==> src/rtl/bfba_pkg.sv <==
package bfba_pkg;

  localparam int NUM_BLOCKS_DEF = 16;
  localparam int SIZE_WIDTH_DEF = 16;

  localparam int INDEX_W     = 4;
  localparam int ITEM_SIZE_W = 16;
  localparam int LEFTOVER_W  = 16;
  localparam int COUNT_W     = 5;

  typedef enum logic {
    OP_LOAD  = 1'b0,
    OP_ALLOC = 1'b1
  } opcode_t;

  typedef struct packed {
    opcode_t                opcode;
    logic [INDEX_W-1:0]     load_index;
    logic [ITEM_SIZE_W-1:0] item_size;
  } req_t;

  typedef struct packed {
    logic                  found;
    logic [INDEX_W-1:0]    granted_index;
    logic [LEFTOVER_W-1:0] leftover;
  } res_t;

  typedef struct packed {
    logic fit;
    logic better;
  } cmp_flags_t;

endpackage

==> src/rtl/bfba_cmp.sv <==
module bfba_cmp
  import bfba_pkg::*;
#(
  parameter int SIZE_WIDTH = SIZE_WIDTH_DEF
) (
  input  logic [SIZE_WIDTH-1:0] cand_size,
  input  logic [SIZE_WIDTH-1:0] req_size,
  input  logic [SIZE_WIDTH-1:0] best_left,
  input  logic                  have,
  output logic [SIZE_WIDTH-1:0] left,
  output cmp_flags_t            flags
);

  // one subtract and two compares, reused for every entry of the scan
  always_comb begin
    left         = cand_size - req_size;
    flags.fit    = (cand_size >= req_size);
    flags.better = flags.fit && (!have || (left < best_left));
  end

endmodule

==> src/rtl/best_fit_block_allocator.sv <==
// allocate request: the scan covers min(block_count, NUM_BLOCKS) entries between acceptance
// and the result strobe; the size memory is read one entry per cycle.
// busy is high from an allocate until its strobe shows, and the next request can be taken
// in the strobe cycle. load request: no result, no busy.
// rst_n is synchronous, active low: clears marks, block_count and the sequencer;
// block sizes are undefined until loaded. results cannot be stalled.
module best_fit_block_allocator
  import bfba_pkg::*;
#(
  parameter int NUM_BLOCKS = NUM_BLOCKS_DEF,
  parameter int SIZE_WIDTH = SIZE_WIDTH_DEF
) (
  input  logic               clk,
  input  logic               rst_n,
  input  logic               start,
  output logic               busy,
  input  req_t               in_req,
  output logic               out_strobe,
  output res_t               out_res,
  input  logic               cfg_valid,
  output logic               cfg_ready,
  input  logic [COUNT_W-1:0] cfg_data
);

  localparam int IDX_W = (NUM_BLOCKS > 1) ? $clog2(NUM_BLOCKS) : 1;
  localparam int LIM_W = ($clog2(NUM_BLOCKS + 1) > COUNT_W) ? $clog2(NUM_BLOCKS + 1) : COUNT_W;
  localparam int SZX_W = (SIZE_WIDTH > ITEM_SIZE_W) ? SIZE_WIDTH : ITEM_SIZE_W;

  typedef enum logic {
    S_IDLE,
    S_SCAN
  } state_t;

  state_t                  state_r;
  logic [COUNT_W-1:0]      block_count_r;
  logic [SIZE_WIDTH-1:0]   req_size_r;
  logic [LIM_W-1:0]        limit_r;
  logic [LIM_W-1:0]        cnt_r;
  logic                    rd_vld_r;
  logic [IDX_W-1:0]        rd_idx_r;
  logic [SIZE_WIDTH-1:0]   rd_data_r;
  logic                    have_r;
  logic [IDX_W-1:0]        best_idx_r;
  logic [SIZE_WIDTH-1:0]   best_left_r;
  logic [NUM_BLOCKS-1:0]   mark_r;
  logic                    out_strobe_r;
  res_t                    out_res_r;

  logic [SIZE_WIDTH-1:0]   size_mem [NUM_BLOCKS];

  logic                    accept;
  logic                    is_load;
  logic                    is_alloc;
  logic [LIM_W-1:0]        idx_ext;
  logic                    load_ok;
  logic [IDX_W-1:0]        waddr;
  logic [SZX_W-1:0]        size_ext;
  logic [SIZE_WIDTH-1:0]   in_size;
  logic [LIM_W-1:0]        count_ext;
  logic [LIM_W-1:0]        limit_nxt;
  logic                    issue;
  logic                    finish;
  logic                    take;
  logic [SIZE_WIDTH-1:0]   cmp_left;
  cmp_flags_t              cmp_flags;
  logic [LIM_W-1:0]        gidx_ext;
  logic [SZX_W-1:0]        left_ext;

  always_comb begin
    accept    = start && !busy;
    is_load   = accept && (in_req.opcode == OP_LOAD);
    is_alloc  = accept && (in_req.opcode == OP_ALLOC);
    idx_ext   = LIM_W'(in_req.load_index);
    load_ok   = (idx_ext < LIM_W'(NUM_BLOCKS));
    waddr     = idx_ext[IDX_W-1:0];
    size_ext  = SZX_W'(in_req.item_size);
    in_size   = size_ext[SIZE_WIDTH-1:0];
    count_ext = LIM_W'(block_count_r);
    limit_nxt = (count_ext > LIM_W'(NUM_BLOCKS)) ? LIM_W'(NUM_BLOCKS) : count_ext;
    // read one entry per cycle, then let the last compare settle
    issue     = (state_r == S_SCAN) && (cnt_r < limit_r);
    finish    = (state_r == S_SCAN) && !issue && !rd_vld_r;
    take      = rd_vld_r && !mark_r[rd_idx_r] && cmp_flags.better;
    gidx_ext  = LIM_W'(best_idx_r);
    left_ext  = SZX_W'(best_left_r);
  end

  bfba_cmp #(
    .SIZE_WIDTH (SIZE_WIDTH)
  ) u_cmp (
    .cand_size (rd_data_r),
    .req_size  (req_size_r),
    .best_left (best_left_r),
    .have      (have_r),
    .left      (cmp_left),
    .flags     (cmp_flags)
  );

  always_ff @(posedge clk) begin
    if (is_load && load_ok) begin
      size_mem[waddr] <= in_size;
    end
    if (issue) begin
      rd_data_r <= size_mem[cnt_r[IDX_W-1:0]];
    end
  end

  always_ff @(posedge clk) begin
    if (!rst_n) begin
      state_r       <= S_IDLE;
      block_count_r <= '0;
      mark_r        <= '0;
      rd_vld_r      <= 1'b0;
      have_r        <= 1'b0;
      out_strobe_r  <= 1'b0;
    end else begin
      out_strobe_r <= finish;
      rd_vld_r     <= issue;
      if (cfg_valid && cfg_ready) begin
        block_count_r <= cfg_data;
      end
      unique case (state_r)
        S_IDLE: begin
          if (is_load && load_ok) begin
            mark_r[waddr] <= 1'b0;
          end
          if (is_alloc) begin
            req_size_r  <= in_size;
            limit_r     <= limit_nxt;
            cnt_r       <= '0;
            have_r      <= 1'b0;
            best_idx_r  <= '0;
            best_left_r <= '0;
            state_r     <= S_SCAN;
          end
        end
        S_SCAN: begin
          if (issue) begin
            cnt_r    <= cnt_r + LIM_W'(1);
            rd_idx_r <= cnt_r[IDX_W-1:0];
          end
          if (take) begin
            have_r      <= 1'b1;
            best_left_r <= cmp_left;
            best_idx_r  <= rd_idx_r;
          end
          if (finish) begin
            out_res_r.found         <= have_r;
            out_res_r.granted_index <= gidx_ext[INDEX_W-1:0];
            out_res_r.leftover      <= left_ext[LEFTOVER_W-1:0];
            if (have_r) begin
              mark_r[best_idx_r] <= 1'b1;
            end
            state_r <= S_IDLE;
          end
        end
      endcase
    end
  end

  assign busy       = (state_r != S_IDLE);
  assign cfg_ready  = !busy;
  assign out_strobe = out_strobe_r;
  assign out_res    = out_res_r;

endmodule

==> config.mk <==
export PLATFORM = sky130hd
export DESIGN_NAME = best_fit_block_allocator
export DESIGN_NICKNAME = d
export VERILOG_FILES = /design/src/rtl/bfba_pkg.sv /design/src/rtl/bfba_cmp.sv /design/src/rtl/best_fit_block_allocator.sv
export SDC_FILE = /design/constraint.sdc
export NUM_CORES = 1
export LEC_CHECK = 0
export ABC_AREA = 0
export BUFFER_PORTS_ARGS = -buffer_cell sky130_fd_sc_hd__buf_4
export CORE_MARGIN = 3
export CORE_UTILIZATION = 50
export DETAILED_ROUTE_END_ITERATION = 6
export PLACE_DENSITY = 0.64
export SLEW_MARGIN = 0
export SYNTH_ARGS = -nofsm -noshare
export SYNTH_HDL_FRONTEND = slang
export SYNTH_SLANG_ARGS = --single-unit
==> constraint.sdc <==
create_clock -name clk -period 10.3 [get_ports clk]
set_input_delay 1.545 -clock clk [delete_from_list [all_inputs] [get_ports clk]]
set_output_delay 1.545 -clock clk [all_outputs]
set_load 0.01 [all_outputs]
==> results of run 1 <==
-- power by group --
group	internal, W	total [W]	switching, W
Sequential	0.00165	0.00166	0.00000714
Clock	0.000840	0.00140	0.000557
Combinational	0.0000686	0.000168	0.0000992
-- kinds of logic after synthesis --
| logic type | count (synthesis) | synth area share |
|---|---|---|
| flip-flops | 368 | 0.717 |
| AND/OR/NAND/NOR | 153 | 0.0518 |
| multiplexers | 91 | 0.130 |
| AO/OA/AOI/OAI | 83 | 0.0388 |
| buffers and inverters | 80 | 0.0229 |
| adder cells (fa/ha/maj) | 37 | 0.0312 |
| XOR/XNOR | 14 | 0.00814 |
-- cells in the mapped netlist, drive strengths merged (5+ instances only) --
master	number
and2	16
a31oi	5
clkbuf	17
edfxtp	343
xnor2	6
nor3	17
buf	15
dfxtp	25
nor2	33
a21oi	24
nand3	8
nor3b	6
o21a	8
nand2b	7
nor2b	15
mux2i	7
mux4	84
inv	48
nand2	36
xor2	8
o21ai	11
ha	36
-- metal layers --
| metal | up-vias | part of all wire | GRT usage |
|---|---|---|---|
| li1 | 3428 | - | - |
| met3 | 42 | 0.053 | 0.0335 |
| met5 | - | 0 | 0 |
| met2 | 223 | 0.50 | 0.340 |
| met1 | 3967 | 0.42 | 0.272 |
| met4 | 0 | 0.020 | 0.0464 |
-- state kept, by name (all words and copies together), names as in the netlist, 4 cells and up --
register / cells
size_mem: 256
out_res: 21
best_left_r: 16
mark_r: 16
rd_data_r: 16
req_size_r: 16
block_count_r: 5
cnt_r: 5
limit_r: 5
best_idx_r: 4
rd_idx_r: 4
-- final cells by class --
class,instances,area (um^2)
Clock buffer,48,1030
Clock inverter,23,254
Fill cell,2149,11900
Inverter,48,180
Multi-Input combinational cell,378,4000
Sequential cell,368,10800
Tap cell,384,480
Timing Repair Buffer,71,533
-- through the flow --
step	utilization	total power [W]	hold slack (ns)
floorplan	-	0.00180	0.426
global placement	0.548	0.00186	0.430
detailed placement	0.548	0.00186	0.438
CTS	0.592	0.00326	0.452
global route	0.592	0.00334	0.468
finish	0.592	0.00323	0.449
-- worst max-delay path, delay by kind of cell (launching register included) --
| kind | cells | cell delay (ns) |
|---|---|---|
| buffers and inverters | 2 | 0.12 |
| AOI/OAI and AO/OA | 7 | 1.30 |
| DFF | 1 | 0.36 |
| and+or+nand+nor | 4 | 0.93 |
| xor gates and xnor gates | 1 | 0.17 |
| adders and majority gates | 3 | 0.84 |
-- final timing paths --
check,startpoint,end,slack (ns),cells after the start
hold reg to reg,best_left_r[6]$_SDFFCE_PN0P_,out_res[6]$_DFFE_PP_,0.45,0
setup / recovery,rd_data_r[0]$_DFFE_PP_,best_left_r[9]$_SDFFCE_PN0P_,6.19,17
hold / removal,best_left_r[6]$_SDFFCE_PN0P_,out_res[6]$_DFFE_PP_,0.45,0
setup reg to reg,rd_data_r[0]$_DFFE_PP_,best_left_r[9]$_SDFFCE_PN0P_,6.19,17
==> impl_metrics.json, run 1 <==
{
  "final_cell_area_um2": 17300,
  "grt_pass1_wl_mm": 49.1,
  "numCtsBuffers": 39,
  "postPlaceCellArea_um2": 16000,
  "async_flop_share": 0,
  "grt_antenna_before_repair": 0,
  "die-height_um": 180,
  "synth_ff_type": "edfxtp_1",
  "setup_viol": 0,
  "final_max_slew_viol_count": 0,
  "drc_errors": 0,
  "grt_max_degree": 69,
  "finalClockSkew_ns": 0.0139,
  "critPathMaxStageDelay_ns": 0.64,
  "final_cell_mix": "edfxtp_1 (343), mux4_2 (84), buf_4 (71)",
  "final_cell_count_no_fill": 1320,
  "grt_pass1_vias": 8044,
  "ios": 54,
  "cts_buffer_depth": 3,
  "yosys_warnings": 0,
  "post_cts.repair.setup_buffers": 0,
  "drv_cap": 0,
  "wirelength_mm": 31.7,
  "synth_edf_count": 343,
  "finalHoldViolCount": 0,
  "dp_slack_ns": 6.22,
  "start_util": 0.517,
  "min_period_ns": 4.11,
  "dr.pass1.iters": 7,
  "rsz0062_at_grt": "no",
  "setup_ws_ns": 6.19,
  "dieArea_um2": 32300,
  "p_leak_nw": 5.86,
  "cts-root-buf": "clkbuf_16",
  "worstPathCellList": "inv_1 -> ha_1 -> inv_1 -> fa_1 -> a21oi_1 -> o21ai_2 -> a211oi_2 -> nor3_1 -> o32ai_2 -> xnor2_1 -> ha_1 -> nand2_1 -> o21ai_0 -> o2bb2ai_1 -> nor3_1 -> o221ai_1 -> nand2_1",
  "clk_latency_ns": 0.52,
  "cts_tree": "yes",
  "dp_hpwl_mm": 18.6,
  "track_usage": 0.199,
  "crit_type": "register to register",
  "n_antenna_cell": 0,
  "syn-num-nets": 893,
  "wl_per_cell_um": 24.0,
  "vias": 7660,
  "placedCellCount": 1249,
  "synth-seq-cells": 368,
  "cp-start-kind": "register",
  "layout_commonest_cell": "edfxtp_1",
  "critPathArrivalTime_ns": 4.25,
  "hold_class": "register to register",
  "finalCritPeriodShare": 0.399,
  "synthDistinctLibCells": 56,
  "critPathRequiredTime_ns": 10.44,
  "netlist_top_cells_area": "edfxtp_1 (68%), mux4_2 (13%), dfxtp_1 (3.3%)",
  "h-tree-depth": 2,
  "status": "finished clean",
  "cts.sinks": 368,
  "worst_setup_path_end_kind": "register",
  "relSlewSlack": 0.266,
  "avgSynthCellArea_um2": 18.2,
  "worst-slew-pin-transition_ns": 1.10,
  "rows": 62,
  "cts_hold_buffers": 0,
  "yosysSeqAreaShare": 0.717,
  "drive_gt1_frac": 0.251,
  "setup-tns-final_ns": 0,
  "crit_fanout": 20,
  "synth_area_um2": 15100,
  "ant_nets": 0,
  "slowest_stage": "nand2_1",
  "cts_resized": 0,
  "peakVddDrop_v": 0.000151,
  "core_um2": 29200,
  "grt-ovfl-total": 0,
  "die_w_um": 180,
  "place.gp.congestion": 0.872,
  "syn2layout_area_growth_pct": 14.7,
  "yosys.area.top_type": "edfxtp_1",
  "vias_per_cell": 5.80,
  "yosys.area.top_type_share": 0.684,
  "syn_inst": 826,
  "fmax_ghz": 0.243,
  "fin_nets": 973,
  "drtIter0Drc": 586,
  "path_clk_slew_ns": 0.06,
  "io_buffers": 53,
  "power_density_nw_per_um2": 187
}
No activity file was read; power rests on OpenSTA's default activity.
==> run 2, diff against run 1 <==
--- a/config.mk
+++ b/config.mk
@@ -10,7 +10,7 @@
 export CORE_MARGIN = 3
 export CORE_UTILIZATION = 50
 export DETAILED_ROUTE_END_ITERATION = 6
-export PLACE_DENSITY = 0.64
+export PLACE_DENSITY = 0.66
 export SLEW_MARGIN = 0
 export SYNTH_ARGS = -nofsm -noshare
 export SYNTH_HDL_FRONTEND = slang
==> constraint.sdc (replaced) <==
create_clock -name clk -period 3.73 [get_ports clk]
set_input_delay 0.5595 -clock clk [delete_from_list [all_inputs] [get_ports clk]]
set_output_delay 0.5595 -clock clk [all_outputs]
set_load 0.01 [all_outputs]
==> impl_metrics.json, run 2 (synthesis results as in run 1) <==
{
  "wirelength_mm": 32.1,
  "use_met3": 0.0331,
  "p_int_w": 0.00693,
  "power_frac_comb": 0.056,
  "worst-slew-pin-transition_ns": 0.884,
  "finalClockSkew_ns": 0.0137,
  "cts.sinks": 368,
  "n_fill_cell": 2165,
  "switching_share": 0.203,
  "core_um2": 29200,
  "io_buffers": 53,
  "layout_commonest_cell": "edfxtp_1",
  "utilization": 0.596,
  "fin_nets": 980,
  "grt-ovfl-total": 0,
  "grt_pass1_vias": 7996,
  "ios": 54,
  "dr.pass1.iters": 5,
  "relSlewSlack": 0.409,
  "vias": 7752,
  "rows": 62,
  "seq_power_share": 0.528,
  "grt.met2_usage": 0.325,
  "power_density_nw_per_um2": 500,
  "vias_per_cell": 5.86,
  "track_usage": 0.199,
  "dp_hpwl_mm": 19.1,
  "seq_area_um2": 10800,
  "largest_reg_flops": 256,
  "grt-busiest-layer": "met2",
  "critPathArrivalTime_ns": 3.91,
  "die-height_um": 180,
  "final_cell_mix": "edfxtp_1 (343), mux4_2 (84), buf_4 (74)",
  "crit_fanout": 5,
  "postPlaceCellArea_um2": 16100,
  "fmax_ghz": 0.272,
  "setup_viol": 0,
  "grt_pass1_wl_mm": 49.0,
  "grtUsageMet1": 0.271,
  "start_util": 0.517,
  "total_power_w": 0.00869,
  "drtIter0Drc": 630,
  "peakVddDrop_v": 0.000377,
  "grt_antenna_before_repair": 0,
  "finalCritPeriodShare": 0.986,
  "path_clk_slew_ns": 0.06,
  "cts-root-buf": "clkbuf_16",
  "cts_tree": "yes",
  "cp-start-kind": "register",
  "numCtsBuffers": 37,
  "drc_errors": 0,
  "finalHoldViolCount": 0,
  "status": "finished clean",
  "final_cell_area_um2": 17400,
  "pwr-share-clk": 0.416,
  "drive_gt1_frac": 0.271,
  "hold_class": "input port to register",
  "ant_nets": 0,
  "p_switching_w": 0.00176,
  "rsz0062_at_grt": "yes",
  "regMostFlops": "size_mem",
  "worst_setup_path_end_kind": "register",
  "h-tree-depth": 2,
  "min_period_ns": 3.68,
  "crit_type": "register to register",
  "multi_input_area_um2": 4060,
  "syn2layout_area_growth_pct": 15.3,
  "dieArea_um2": 32300,
  "p_leak_nw": 5.89,
  "drv_cap": 0,
  "setup-tns-final_ns": 0,
  "n_antenna_cell": 0,
  "final_max_slew_viol_count": 0,
  "wl_per_cell_um": 24.3,
  "cts_buffer_depth": 3,
  "clk_latency_ns": 0.52,
  "grt_max_degree": 68,
  "place.gp.congestion": 0.925,
  "critPathRequiredTime_ns": 3.96,
  "rrSetupSlack_ns": 0.05,
  "die_w_um": 180
}
## run 2: changes by cell type in the layout (fill, tap and decap cells not counted), sizes merged
cell	before	now
buf	71	78
clkbuf	48	42
clkinvlp	2	1
inv	49	50
clkinv	15	16
## run 2: metrics by stage
step / std cells / hold slack, ns / setup WS [ns]
6_report: 1322 / 0.311 / 0.0519
4_1_cts: 1316 / 0.295 / 0.000206
2_1_floorplan: 826 / 0.426 / 0.138
3_3_place_gp: 1252 / 0.432 / 0.183
5_1_grt: 1322 / 0.316 / -0.107
3_5_place_dp: 1252 / 0.434 / 0.0438
## run 2: area by class of cell
type | instances | area share
Inverter | 48 | 0.0104
Tap cell | 384 | 0.0276
Clock inverter | 24 | 0.0140
Clock buffer | 40 | 0.0539
Timing Repair Buffer | 80 | 0.0390
Sequential cell | 368 | 0.622
Multi-Input combinational cell | 378 | 0.234
## run 2: path summary, 6_finish.rpt
kind / start / endpoint / depth (start not counted)
setup / recovery: rd_data_r[0]$_DFFE_PP_ / best_left_r[4]$_SDFFCE_PN0P_ / 18
hold reg to reg: best_left_r[6]$_SDFFCE_PN0P_ / out_res[6]$_DFFE_PP_ / 0
setup reg to reg: rd_data_r[0]$_DFFE_PP_ / best_left_r[4]$_SDFFCE_PN0P_ / 18
hold / removal: cfg_data[2] / block_count_r[2]$_SDFFE_PN0P_ / 3
## run 2: metal layers
layer,part of all wire,up-vias
met2,0.49,245
met3,0.052,73
met4,0.043,0
met5,0,-
met1,0.41,3989
li1,-,3445
## run 2: worst max-delay path, stage by stage, from the launching register on
cell and delay [ns]:
edfxtp_1 0.35, inv_1 0.06, ha_2 0.17, inv_2 0.04, fa_2 0.35, a21oi_2 0.20
o21ai_2 0.10, a211oi_2 0.34, nor3_2 0.08, o32ai_2 0.33, xnor2_1 0.13, ha_1 0.32
nand2_1 0.08, o21ai_2 0.06, o2bb2ai_2 0.12, nor3_2 0.17, o221ai_2 0.14, nand2_4 0.15
clkbuf_16 0.17
## run 2: timing repair
item                                    in CTS  in global routing
hold buffers                                 0                  0
resized for setup                            0                 17
hold endpoints to repair                     0                  0
buffers inserted                             0                  3
endpoints found under the setup margin       0                 20
## run 2: power by group through the flow
stage | combinational, W | sequential [W] | clock [W]
floorplan | 0.000295 | 0.00467 | 0
global placement | 0.000458 | 0.00467 | 0
detailed placement | 0.000475 | 0.00467 | 0
CTS | 0.000477 | 0.00459 | 0.00370
global route | 0.000534 | 0.00459 | 0.00386
finish | 0.000486 | 0.00459 | 0.00362
